`config.mk`:
```
export PLATFORM = sky130hd
export DESIGN_NAME = line_pixel_rasterizer
export DESIGN_NICKNAME = d
export VERILOG_FILES = /design/src/rtl/lpr_pkg.sv /design/src/rtl/line_pixel_rasterizer.sv
export SDC_FILE = /design/constraint.sdc
export NUM_CORES = 1
export LEC_CHECK = 0
export ABC_AREA = 1
export BUFFER_PORTS_ARGS = -buffer_cell sky130_fd_sc_hd__buf_2
export CORE_UTILIZATION = 65
export DETAILED_ROUTE_END_ITERATION = 10
export GPL_ROUTABILITY_DRIVEN = 0
export MAX_ROUTING_LAYER = met4
export PLACE_DENSITY = 0.91
export SLEW_MARGIN = 20
export SYNTH_ARGS = -nofsm -noshare
export SYNTH_HDL_FRONTEND = slang
export SYNTH_SLANG_ARGS = --single-unit
```
`constraint.sdc`:
```
create_clock -name clk -period 12 [get_ports clk]
set_input_delay 1.2 -clock clk [delete_from_list [all_inputs] [get_ports clk]]
set_output_delay 1.2 -clock clk [all_outputs]
set_load 0.01 [all_outputs]
```
`src/rtl/lpr_pkg.sv`:
```
// ----------------------------------------------------------------------------
// lpr_pkg
// Shared constants and types of the line pixel rasterizer.
// ----------------------------------------------------------------------------
package lpr_pkg;

  localparam int COORD_BITS_DEF = 13;

  // screen size registers
  localparam int CFG_W      = 13;
  localparam int CFG_DATA_W = 32;
  localparam int CFG_ADDR_W = 3;

  localparam logic [CFG_W-1:0] SCREEN_W_RST = 13'd320;
  localparam logic [CFG_W-1:0] SCREEN_H_RST = 13'd240;

  // register index, taken from paddr[2] (word addressing)
  localparam logic REG_SCREEN_W = 1'b0;
  localparam logic REG_SCREEN_H = 1'b1;

  typedef enum logic {
    REQ_LOAD    = 1'b0,
    REQ_ADVANCE = 1'b1
  } req_type_t;

endpackage

```
`src/rtl/line_pixel_rasterizer.sv`:
```
// ----------------------------------------------------------------------------
// line_pixel_rasterizer
// Integer Bresenham line walk: a load transaction sets up a line from two
// endpoints, each advance transaction emits the next pixel of it.
// ----------------------------------------------------------------------------
//  channel | direction | payload
//  --------+-----------+---------------------------------------------------
//  in_     | slave     | tuser: req_type; tdata: x_start, y_start, x_end, y_end
//  out_    | master    | tdata: pixel_x, pixel_y; tuser: on_screen; tlast
//  cfg_    | APB slave | screen_width @ 0x0, screen_height @ 0x4
//
//  One transaction per cycle while in_tready is high. From input to result:
//  an input register, then the walk step, which writes the line state and
//  the result register in the same cycle.
//  in_tready drops only while the input register holds an advance and the
//  result register is full and stalled.
//  rst_n is synchronous; it ends any active line and restores 320 x 240.
// ----------------------------------------------------------------------------
module line_pixel_rasterizer #(
  parameter int COORD_BITS = lpr_pkg::COORD_BITS_DEF
) (
  input  logic                                    clk,
  input  logic                                    rst_n,
  // input stream
  input  logic                                    in_tvalid,
  output logic                                    in_tready,
  input  logic [((4*COORD_BITS+7)/8)*8-1:0]       in_tdata,  // x_start, y_start, x_end, y_end
  input  logic                                    in_tuser,  // req_type
  // result stream
  output logic                                    out_tvalid,
  input  logic                                    out_tready,
  output logic [((2*COORD_BITS+7)/8)*8-1:0]       out_tdata, // pixel_x, pixel_y
  output logic                                    out_tuser, // on_screen
  output logic                                    out_tlast, // last_pixel
  // configuration
  input  logic                                    cfg_psel,
  input  logic                                    cfg_penable,
  input  logic                                    cfg_pwrite,
  input  logic [lpr_pkg::CFG_ADDR_W-1:0]          cfg_paddr,
  input  logic [lpr_pkg::CFG_DATA_W-1:0]          cfg_pwdata,
  output logic [lpr_pkg::CFG_DATA_W-1:0]          cfg_prdata,
  output logic                                    cfg_pready
);
  import lpr_pkg::*;

  localparam int CB    = COORD_BITS;
  localparam int DW    = CB + 1;      // deltas and walk counters
  localparam int EW    = DW + 1;      // error term
  localparam int CMP_W = (DW > CFG_W) ? DW : CFG_W;
  localparam int OUT_W = ((2*CB+7)/8)*8;

  // ---------------- configuration ----------------
  logic [CFG_W-1:0] scr_w_r, scr_h_r;
  logic             cfg_wr;
  logic             cfg_idx;

  assign cfg_pready = 1'b1;
  assign cfg_wr     = cfg_psel && cfg_penable && cfg_pwrite && cfg_pready;
  assign cfg_idx    = cfg_paddr[CFG_ADDR_W-1];

  always_comb begin
    unique case (cfg_idx)
      REG_SCREEN_W: cfg_prdata = CFG_DATA_W'(scr_w_r);
      REG_SCREEN_H: cfg_prdata = CFG_DATA_W'(scr_h_r);
      default:      cfg_prdata = '0;
    endcase
  end

  // ---------------- registers ----------------
  logic                 s1_valid_r;
  req_type_t            s1_type_r;
  logic signed [CB-1:0] s1_xa_r, s1_ya_r, s1_xb_r, s1_yb_r;

  logic                 active_r, active_nxt;
  logic signed [CB-1:0] org_x_r, org_x_nxt, org_y_r, org_y_nxt;
  logic [DW-1:0]        maj_cnt_r, maj_cnt_nxt;
  logic [DW-1:0]        maj_len_r, maj_len_nxt;
  logic [DW-1:0]        min_dlt_r, min_dlt_nxt;
  logic [DW-1:0]        min_off_r, min_off_nxt;
  logic signed [EW-1:0] err_r, err_nxt;
  logic                 min_neg_r, min_neg_nxt;
  logic                 steep_r, steep_nxt;

  logic                 out_valid_r;
  logic [CB-1:0]        out_x_r, out_y_r;
  logic                 out_vis_r, out_last_r;

  // ---------------- handshake ----------------
  logic emit, out_free, adv, in_acc;

  assign emit      = (s1_type_r == REQ_ADVANCE) && active_r;
  assign out_free  = !out_valid_r || out_tready;
  assign adv       = s1_valid_r && (!emit || out_free);
  assign in_tready = !s1_valid_r || adv;
  assign in_acc    = in_tvalid && in_tready;

  // ---------------- line setup ----------------
  logic signed [DW-1:0] xa_w, ya_w, xb_w, yb_w, dx, dy, da, db;
  logic [DW-1:0]        adx, ady;
  logic                 ld_steep, ld_neg;

  always_comb begin
    xa_w     = DW'(s1_xa_r);
    ya_w     = DW'(s1_ya_r);
    xb_w     = DW'(s1_xb_r);
    yb_w     = DW'(s1_yb_r);
    dx       = xb_w - xa_w;
    dy       = yb_w - ya_w;
    adx      = dx[DW-1] ? DW'(-dx) : DW'(dx);
    ady      = dy[DW-1] ? DW'(-dy) : DW'(dy);
    ld_steep = ady > adx;          // x wins a tie
    da       = ld_steep ? dy : dx;
    db       = ld_steep ? dx : dy;
    // minor direction after the swap: sign of db flips when da was negative
    ld_neg   = (db != '0) && (db[DW-1] != da[DW-1]);
  end

  // ---------------- walk step ----------------
  logic signed [DW-1:0] off_s, b_w, cnt_s, px, py;
  logic                 last, vis;
  logic [EW-1:0]        err_sub, err_fix;

  always_comb begin
    off_s   = $signed(min_off_r);
    b_w     = min_neg_r ? -off_s : off_s;
    cnt_s   = $signed(maj_cnt_r);
    px      = DW'(org_x_r) + (steep_r ? b_w : cnt_s);
    py      = DW'(org_y_r) + (steep_r ? cnt_s : b_w);
    last    = maj_cnt_r >= maj_len_r;
    vis     = !px[DW-1] && (CMP_W'(px[DW-2:0]) < CMP_W'(scr_w_r)) &&
              !py[DW-1] && (CMP_W'(py[DW-2:0]) < CMP_W'(scr_h_r));
    err_sub = EW'(err_r) - EW'(min_dlt_r);
    err_fix = err_sub + EW'(maj_len_r);
  end

  always_comb begin
    active_nxt  = active_r;
    org_x_nxt   = org_x_r;
    org_y_nxt   = org_y_r;
    maj_cnt_nxt = maj_cnt_r;
    maj_len_nxt = maj_len_r;
    min_dlt_nxt = min_dlt_r;
    min_off_nxt = min_off_r;
    err_nxt     = err_r;
    min_neg_nxt = min_neg_r;
    steep_nxt   = steep_r;
    if (adv && s1_type_r == REQ_LOAD) begin
      active_nxt  = 1'b1;
      org_x_nxt   = da[DW-1] ? s1_xb_r : s1_xa_r;
      org_y_nxt   = da[DW-1] ? s1_yb_r : s1_ya_r;
      maj_cnt_nxt = '0;
      maj_len_nxt = ld_steep ? ady : adx;
      min_dlt_nxt = ld_steep ? adx : ady;
      min_off_nxt = '0;
      err_nxt     = $signed(EW'(maj_len_nxt >> 1));
      min_neg_nxt = ld_neg;
      steep_nxt   = ld_steep;
    end else if (adv && emit) begin
      err_nxt     = $signed(err_sub[EW-1] ? err_fix : err_sub);
      min_off_nxt = min_off_r + DW'(err_sub[EW-1]);
      if (last) begin
        active_nxt  = 1'b0;
      end else begin
        maj_cnt_nxt = maj_cnt_r + DW'(1);
      end
    end
  end

  always_ff @(posedge clk) begin
    if (!rst_n) begin
      scr_w_r     <= SCREEN_W_RST;
      scr_h_r     <= SCREEN_H_RST;
      s1_valid_r  <= 1'b0;
      out_valid_r <= 1'b0;
      active_r    <= 1'b0;
      org_x_r     <= '0;
      org_y_r     <= '0;
      maj_cnt_r   <= '0;
      maj_len_r   <= '0;
      min_dlt_r   <= '0;
      min_off_r   <= '0;
      err_r       <= '0;
      min_neg_r   <= 1'b0;
      steep_r     <= 1'b0;
    end else begin
      if (cfg_wr && cfg_idx == REG_SCREEN_W) begin
        scr_w_r <= cfg_pwdata[CFG_W-1:0];
      end
      if (cfg_wr && cfg_idx == REG_SCREEN_H) begin
        scr_h_r <= cfg_pwdata[CFG_W-1:0];
      end

      if (in_acc) begin
        s1_valid_r <= 1'b1;
      end else if (adv) begin
        s1_valid_r <= 1'b0;
      end

      if (adv && emit) begin
        out_valid_r <= 1'b1;
      end else if (out_tready) begin
        out_valid_r <= 1'b0;
      end

      active_r  <= active_nxt;
      org_x_r   <= org_x_nxt;
      org_y_r   <= org_y_nxt;
      maj_cnt_r <= maj_cnt_nxt;
      maj_len_r <= maj_len_nxt;
      min_dlt_r <= min_dlt_nxt;
      min_off_r <= min_off_nxt;
      err_r     <= err_nxt;
      min_neg_r <= min_neg_nxt;
      steep_r   <= steep_nxt;
    end

    // payload, no reset
    if (in_acc) begin
      s1_type_r <= req_type_t'(in_tuser);
      s1_xa_r   <= in_tdata[0*CB +: CB];
      s1_ya_r   <= in_tdata[1*CB +: CB];
      s1_xb_r   <= in_tdata[2*CB +: CB];
      s1_yb_r   <= in_tdata[3*CB +: CB];
    end
    if (adv && emit) begin
      out_x_r    <= px[CB-1:0];
      out_y_r    <= py[CB-1:0];
      out_vis_r  <= vis;
      out_last_r <= last;
    end
  end

  assign out_tvalid = out_valid_r;
  assign out_tdata  = OUT_W'({out_y_r, out_x_r});
  assign out_tuser  = out_vis_r;
  assign out_tlast  = out_last_r;

endmodule

```
==> flow_summary.json <==
{
  "outcome": "finished, final reports clean",
  "drive_gt1_share_pct": 11.75,
  "synthFlopType": "dfxtp_1",
  "fillCellCount": 1628,
  "critPathArrivalTime_ns": 5.57,
  "final_period_minus_worst_setup_slack_ns": 5.314,
  "final_common_cell": "nand2_1",
  "rsz0062_at_grt": "false",
  "grt-ovfl-total": 0,
  "final_hold_viol_count": 0,
  "post-cts-setup-buffers": 0,
  "cp_top_family": "compound AO/OA/AOI/OAI gates",
  "start_kind": "flop",
  "clk_pin_slew_ns": 0.06,
  "hold_buffers": 0,
  "setup_viol": 0,
  "grtUsageTotal_pct": 36.08,
  "die_y_um": 155.1,
  "slowest_stage": "dfxtp_1",
  "final_nets": 2414,
  "cts_tree": "built",
  "syn_to_final_growth_pct": 9.523,
  "ir_drop_mv": 0.1335,
  "async_flop_share_pct": 0,
  "placed_cells": 2459,
  "die_x_um": 155.1,
  "crit_buf_inv": 3,
  "rows": 55,
  "critPathKind": "flop to flop",
  "synth_top_area_share_pct": 16.81,
  "maxSlewViolCount": 0,
  "max_stage_delay_ns": 0.85,
  "synth_edf_count": 81,
  "synth_area_per_cell_um2": 7.334,
  "clock-root-buffer": "clkbuf_16",
  "critPathCaptureType": "flop",
  "drtPass1Iterations": 6,
  "cp_max_fo": 30,
  "worst_pin_slew_ns": 1.166,
  "drt_iter0_drc": 1514,
  "ant_nets": 0,
  "path_cells": "inv_1, o21ai_0, ha_1, a21oi_1, o21ai_0, a21oi_1, inv_1, nand2_1, nand2_1, o21ai_0, o21ai_0, a21oi_1, xor2_1, inv_1, ha_1, nand2_1, nor4_1, nand2_1, o2111ai_1, nor2_1, nand3_1, nor2_1",
  "initial_core_util_pct": 66.71,
  "grt_pass1_wl_um": 67810,
  "grt_max_degree": 54,
  "cts_max_path_buffers": 3,
  "ys_warn_count": 0,
  "io_buffers": 116,
  "insertion_delay_ns": 0.52,
  "via_count": 14810,
  "first_global_vias": 14110,
  "wl_per_cell_um": 16.77,
  "io_pins": 168,
  "maxCapViolCount": 0,
  "routed_wirelength_um": 41930,
  "cellPowerDensity_mw_per_mm2": 173.6,
  "crit_required_ns": 12.26,
  "setup_tns_ns": 0,
  "antenna_found_initial": 1,
  "ctsResizeCount": 0,
  "mostFrequentLayoutCells": "461 x nand2_1, 294 x inv_1, 174 x nor2_1",
  "max_freq_mhz": 188.2,
  "ys_ff_latch": 209,
  "place_hpwl_um": 30990,
  "fin_skew_ns": 0.02278,
  "synth_cells": 2078,
  "coreArea_mm2": 0.02285,
  "synthTopCellsByArea": "dfxtp_1 17%, edfxtp_1 16%, nand2_1 11%",
  "drc_errors": 0,
  "leakage_nw": 8.009,
  "ff2ff_setup_slack_ns": 6.69,
  "synth_top_area_cell": "dfxtp_1",
  "htree_levels": 1,
  "die_area_mm2": 0.02406,
  "cts_sinks": 209,
  "max_slew_margin_pct": 22.19,
  "synth_area_mm2": 0.01524,
  "finalCritPeriodShare_pct": 44.28,
  "final_cells": 2501,
  "hp-class": "flop to flop",
  "yosysUniqueCellTypes": 61,
  "vias_per_cell": 5.921,
  "numCtsBuffers": 23,
  "seq_area_frac_synth_pct": 32.77
}
==> logic make-up (layout without fill, tap and decap cells) <==
family | after synthesis | count (layout) | share of synthesized area (%)
adders and majority gates | 144 | 144 | 12.12
DFF | 209 | 209 | 32.77
xor gates and xnor gates | 77 | 77 | 4.770
and+or+nand+nor | 877 | 877 | 25.19
other | 2 | 27 | 0.04928
AOI/OAI and AO/OA | 378 | 378 | 14.40
buffers and inverters | 391 | 476 | 10.71
==> cell type report <==
type	count	area [um^2]	area share, %
clock buffer	32	649.4	3.890
clock inverter	9	133.9	0.8020
multi-input combinational	1502	8707	52.16
sequential	209	4995	29.92
tap	313	391.6	2.346
timing repair buffer	123	633.1	3.793
antenna	1	2.502	0.01499
inverter	312	1180	7.068
==> path summary, 6_finish.rpt <==
kind,cells after the start,to,startpoint
worst max register to register,22,out_tuser,steep_r
worst max-delay path,22,out_tuser,steep_r
worst min-delay path,2,org_x_r[0],org_x_r[0]
worst min register to register,2,org_x_r[0],org_x_r[0]
==> metrics by stage <==
| step | hold slack (ns) | worst slack [ns] | area [um^2] | total power (W) | util (%) |
|---|---|---|---|---|---|
| final | 0.4717 | 6.686 | 16690 | 0.002898 | 73.06 |
| after global routing | 0.5096 | 6.331 | 16690 | 0.003071 | 73.06 |
| after CTS | 0.4693 | 6.868 | 16690 | 0.002860 | 73.03 |
| after detailed placement | 0.4700 | 7.014 | 15900 | 0.002110 | 69.61 |
| after global placement | 0.4536 | 7.110 | 15900 | 0.002054 | 69.61 |
| after floorplan | 0.4347 | 8.101 | 15330 | 0.001851 | - |
==> cells in the mapped netlist (3+ instances only) <==
cell type  number
o221ai_1        3
xnor2_1        19
o21a_1          3
buf_1           5
nand2_1       462
o31ai_2        18
nor4_1         10
nand3b_1        6
xor2_2          6
o22ai_1         6
o211ai_1        9
o21bai_1        3
nor2_1        174
inv_1         295
a31oi_1        22
fa_1            6
edfxtp_1       81
inv_2          11
nor2_2          3
a21oi_1       146
a21o_1          5
nand2_4         6
o31ai_1         6
nand3_2         7
o21ai_1         5
clkbuf_1       34
o21ai_2         3
dfxtp_1       128
ha_1          138
xor2_1         51
a21boi_0        4
buf_4          30
buf_2           7
or2_2           4
a211oi_1        3
nand2_2        27
nor3_1         40
nand3_1        97
nand4_1        29
clkinv_1        4
o21ai_0       135
==> where the power goes <==
part           internal [W]  total (W)  switching, W
registers          0.000797   0.000844     0.0000464
logic              0.000429    0.00131      0.000882
clock network      0.000443   0.000743      0.000299
==> tightest hold or removal path, stage by stage (launching register included) <==
cell	delay (ns)
dfxtp_1	0.34
nand2_1	0.05
o21ai_0	0.05
==> registers in the layout, summed over array words and instances (netlist names), 14 cells and up <==
signal     flops
err_r         15
cnt_s         14
maj_len_r     14
min_dlt_r     14
min_off_r     14
==> per-layer routing <==
metal / global-route usage (%) / share of wire [%] / wire, um / vias up
met2: 58.84 / 46 / 19420 / 812
met5: - / 0 / 0 / -
met1: 42.70 / 38 / 15890 / 6801
li1: - / - / - / 6991
met3: 6.100 / 10 / 4191 / 205
met4: 19.33 / 5.8 / 2422 / 0
No activity file was read; power rests on OpenSTA's default activity.
